## src/hw/rtl/active_particle_heading_position_update_macros.svh

```systemverilog
// assertion macros used by the top-level rtl
`ifndef ACTIVE_PARTICLE_HEADING_POSITION_UPDATE_MACROS_SVH
`define ACTIVE_PARTICLE_HEADING_POSITION_UPDATE_MACROS_SVH
// implication checked every clock outside reset
`define APU_ASSERT_IMPL(label, clk, rst_n, ante, cons) \
    label: assert property (@(posedge clk) disable iff (!rst_n) (ante) |-> (cons)) \
        else $error("assertion failed");
// next-cycle implication checked every clock outside reset
`define APU_ASSERT_NEXT(label, clk, rst_n, ante, cons) \
    label: assert property (@(posedge clk) disable iff (!rst_n) (ante) |=> (cons)) \
        else $error("assertion failed");
`endif

```

## src/hw/rtl/apu_pkg.sv

```systemverilog
// shared types and constants for the particle update block
`default_nettype none
package apu_pkg;
    localparam int ANGLE_BITS    = 16;
    localparam int POS_FRAC_BITS = 16;
    localparam int GRID_BITS     = 10;
    localparam int POS_BITS      = GRID_BITS + POS_FRAC_BITS;
    localparam int DISP_BITS     = 40;
    localparam int CFG_IDX_BITS  = 2;
    localparam int CFG_DATA_BITS = 16;

    localparam logic [CFG_IDX_BITS-1:0] REG_SPEED  = 2'd0;
    localparam logic [CFG_IDX_BITS-1:0] REG_NOISE  = 2'd1;
    localparam logic [CFG_IDX_BITS-1:0] REG_BOX_W  = 2'd2;
    localparam logic [CFG_IDX_BITS-1:0] REG_BOX_H  = 2'd3;

    typedef struct packed {
        logic [POS_BITS-1:0]         pos_x;
        logic [POS_BITS-1:0]         pos_y;
        logic signed [DISP_BITS-1:0] disp_x;
        logic signed [DISP_BITS-1:0] disp_y;
        logic signed [ANGLE_BITS-1:0] mean_heading;
        logic [15:0]                 noise_sample;
    } in_beat_t;

    typedef struct packed {
        logic signed [ANGLE_BITS-1:0] new_heading;
        logic [POS_BITS-1:0]         new_x;
        logic [POS_BITS-1:0]         new_y;
        logic signed [DISP_BITS-1:0] new_disp_x;
        logic signed [DISP_BITS-1:0] new_disp_y;
    } out_beat_t;
endpackage
`default_nettype wire

```

## src/hw/rtl/apu_sin.sv

```systemverilog
// pipelined quadrant polynomial sine, q15 result, four register stages
`default_nettype none
module apu_sin (
    input  wire logic                                clk,
    input  wire logic                                en,
    input  wire logic [apu_pkg::ANGLE_BITS-1:0]      ang,
    output logic signed [16:0]                       sin_q15
);
    localparam int QB = apu_pkg::ANGLE_BITS - 2;

    logic [1:0]  quad;
    logic [QB-1:0] q;
    logic [15:0] z0;
    logic [15:0] z;
    logic [31:0] zz;

    assign quad = ang[apu_pkg::ANGLE_BITS-1 -: 2];
    assign q    = ang[QB-1:0];
    assign zz   = 32'({q, 15'd0} >> QB);
    assign z0   = zz[15:0];
    assign z    = quad[0] ? 16'(17'd32768 - {1'b0, z0}) : z0;

    // stage a: z and z squared
    logic [15:0] za_reg, z2a_reg;
    logic        nega_reg;
    logic [31:0] p_a;
    assign p_a = 32'(z) * 32'(z);
    always_ff @(posedge clk)
    begin
        if (en)
        begin
            za_reg   <= z;
            z2a_reg  <= p_a[30:15];
            nega_reg <= quad[1];
        end
    end

    // stage b: 21024 - 2320*z2
    logic [15:0] zb_reg, z2b_reg, tb_reg;
    logic        negb_reg;
    logic [31:0] p_b;
    assign p_b = 32'd2320 * 32'(z2a_reg);
    always_ff @(posedge clk)
    begin
        if (en)
        begin
            zb_reg   <= za_reg;
            z2b_reg  <= z2a_reg;
            tb_reg   <= 16'(17'd21024 - 17'(p_b[31:15]));
            negb_reg <= nega_reg;
        end
    end

    // stage c: 51472 - t*z2
    logic [15:0] zc_reg, tc_reg;
    logic        negc_reg;
    logic [31:0] p_c;
    assign p_c = 32'(tb_reg) * 32'(z2b_reg);
    always_ff @(posedge clk)
    begin
        if (en)
        begin
            zc_reg   <= zb_reg;
            tc_reg   <= 16'(17'd51472 - 17'(p_c[31:15]));
            negc_reg <= negb_reg;
        end
    end

    // stage d: t*z and sign
    logic [31:0] p_d;
    logic [16:0] s_mag;
    assign p_d   = 32'(tc_reg) * 32'(zc_reg);
    assign s_mag = p_d[31:15];
    always_ff @(posedge clk)
    begin
        if (en)
            sin_q15 <= negc_reg ? -$signed(s_mag) : $signed(s_mag);
    end
endmodule
`default_nettype wire
```

## config.mk

```make
export PLATFORM = sky130hd
export DESIGN_NAME = apu_sin
export DESIGN_NICKNAME = d
export VERILOG_FILES = /design/src/hw/rtl/active_particle_heading_position_update_macros.svh /design/src/hw/rtl/apu_pkg.sv /design/src/hw/rtl/apu_sin.sv
export SDC_FILE = /design/constraint.sdc
export NUM_CORES = 2
export LEC_CHECK = 0
export ABC_CLOCK_PERIOD_IN_PS = 18630
export BUFFER_PORTS_ARGS = -buffer_cell sky130_fd_sc_hd__buf_2
export CORE_MARGIN = 2
export CORE_UTILIZATION = 25
export DETAILED_ROUTE_END_ITERATION = 10
export GPL_ROUTABILITY_DRIVEN = 0
export PLACE_DENSITY = 0.47
export REMOVE_ABC_BUFFERS = 1
export SYNTH_ARGS = -nofsm -noshare
export SYNTH_HDL_FRONTEND = slang
export SYNTH_SLANG_ARGS = --single-unit
```

## constraint.sdc

```tcl
create_clock -name clk -period 18.63 [get_ports clk]
set_input_delay 3.726 -clock clk [delete_from_list [all_inputs] [get_ports clk]]
set_output_delay 3.726 -clock clk [all_outputs]
set_load 0.1 [all_outputs]
```

==> results.json <==
{
  "outcome": "finished, final reports clean",
  "hold_class": "register to register",
  "ys_seq_area_frac": 0.141,
  "insertion_delay_ns": 0.48,
  "die_height_um": 335,
  "synthFlopType": "edfxtp_1",
  "path_class": "input port to register",
  "grt_start_max_net_pins": 78,
  "vias": 17971,
  "root_buffer": "clkbuf_16",
  "cp-start-kind": "input port",
  "n_fill_cell": 11552,
  "synth.most_common_cell": "inv_1",
  "tightest_slew_ns": 1.03,
  "synth_edf_count": 128,
  "ys.warnings.count": 0,
  "drive_gt1_frac": 0.0347,
  "maxCapViolations": 0,
  "yosysTopAreaCell": "fa_1",
  "syn_to_final_growth_pct": 8.61,
  "cp_num_buf_inv": 5,
  "netlist_instances": 2849,
  "grt_usage": 0.115,
  "hold_ws_ns": 0.407,
  "fin_skew_ns": 0.0164,
  "critPathCaptureType": "register",
  "via_per_inst": 4.21,
  "gr-total-overflow": 0,
  "ant_nets": 0,
  "largest_reg_flops": 17,
  "ctsResizeCount": 0,
  "cts_hold_buf": 0,
  "drtIter0Drc": 698,
  "grt_pass1_vias": 19222,
  "diodes": 0,
  "antenna_found_initial": 1,
  "worstPathRequired_ns": 18.85,
  "cpMaxStageDelayCell": "o311ai_0",
  "grt_pass1_wl_mm": 103,
  "crit_arrival_ns": 12.82,
  "rows": 121,
  "regMostFlops": "sin_q15",
  "core_area_um2": 109000,
  "setup_viol": 0,
  "avgSynthCellArea_um2": 9.59,
  "wl_per_cell_um": 14.3,
  "rsz0062_at_grt": "no",
  "netlist_area_um2": 27300,
  "timing.final.crit_period_ns": 12.60,
  "port-buffer-count": 34,
  "finalHoldViolCount": 0,
  "max_slew_margin": 0.309,
  "tns_ns": 0,
  "slew_violations": 0,
  "cts_tree": "built",
  "ioPinCount": 35,
  "post_cts_buffers": 0,
  "totalWireLength_mm": 61.2,
  "dp.final_hpwl_mm": 50.4,
  "cts_buffer_depth": 2,
  "crit_path_frequent_cell": "fa_1",
  "synth_largest_type_area_fraction": 0.371,
  "crit_fanout": 8,
  "dieArea_um2": 112000,
  "clock.fmax_mhz": 79.4,
  "initial_core_util": 0.252,
  "first_pass_iters": 5,
  "cts_sinks": 128,
  "nets": 3721,
  "critPathTopFamily": "adder cells",
  "synth_common_cells": "689 x inv_1, 506 x fa_1, 379 x nand2_1",
  "die_w_um": 335,
  "synth.distinct_cells": 70,
  "numCtsBuffers": 17,
  "critPathMaxStageDelay_ns": 0.76,
  "synth.area.top_cells": "fa_1 37%, ha_1 16%, edfxtp_1 14%",
  "ys_seq_elements": 128,
  "drc": 0,
  "synthArstFlopShare": 0,
  "path_clk_slew_ns": 0.07,
  "period_share": 0.676,
  "htree_num_levels": 4
}
==> metrics by stage <==
| stage | setup slack (ns) | area, µm² | util | std cells |
|---|---|---|---|---|
| 2_1_floorplan | 7.03 | 27100 | - | 2780 |
| 3_3_place_gp | 5.69 | 29100 | 0.268 | 4239 |
| 3_5_place_dp | 5.59 | 29100 | 0.268 | 4239 |
| 4_1_cts | 6.07 | 29700 | 0.273 | 4271 |
| 5_1_grt | 5.26 | 29700 | 0.273 | 4271 |
| 6_report | 6.03 | 29700 | 0.273 | 4271 |
==> worst reg2reg max path, delay by kind of cell (launching register included) <==
family	cells	cell delay [ns]
adders and majority gates	7	3.48
DFF	1	0.81
and+or+nand+nor	6	1.82
xor gates and xnor gates	1	0.13
AOI/OAI and AO/OA	6	1.42
buffers and inverters	3	0.15
==> final timing paths <==
kind / from / endpoint / slack (ns) / cells past startpoint
worst max register to register: zc_reg[12]$_DFFE_PP_ / sin_q15[16]$_DFFE_PP_ / 10.54 / 23
worst max-delay path: ang[4] / z2a_reg[15]$_DFFE_PP_ / 6.03 / 28
worst min-delay path: zb_reg[5]$_DFFE_PP_ / zc_reg[5]$_DFFE_PP_ / 0.41 / 0
worst min register to register: zb_reg[5]$_DFFE_PP_ / zc_reg[5]$_DFFE_PP_ / 0.41 / 0
==> layout by cell type, fill, tap and decap left out, types with 35 or more instances in the layout <==
cell type / Yosys / routed
o21ai_0: 35 / 35
ha_1: 353 / 353
nor2_1: 88 / 88
nand2_1: 379 / 379
xnor2_1: 70 / 70
edfxtp_1: 128 / 128
fa_1: 506 / 506
and2_1: 200 / 200
a21oi_1: 57 / 57
inv_1: 689 / 689
==> cell families after synthesis <==
kind of cell	share of synthesized area
other	0.000275
adder cells (fa/ha/maj)	0.533
AO/OA/AOI/OAI	0.0504
buffers and inverters	0.106
multiplexers	0.00234
flip-flops	0.141
AND/OR/NAND/NOR	0.134
XOR/XNOR	0.0334
==> per-layer routing <==
metal  global-route usage  part of all wire
met2                0.188              0.46
met5                    0                 0
met1                0.165              0.51
met3               0.0124             0.022
met4               0.0209            0.0094
==> cell type report <==
type / count / area [µm²] / share of cell area
clock buffer: 17 / 425 / 0.0143
clock inverter: 15 / 149 / 0.00502
inverter: 694 / 2610 / 0.0878
multi-input combinational: 1958 / 20600 / 0.695
sequential: 128 / 3840 / 0.130
tap: 1414 / 1770 / 0.0596
timing repair buffer: 45 / 259 / 0.00873
Power is not shown: default switching activity piles up to over one toggle a cycle in this logic, so the estimate is an artifact.
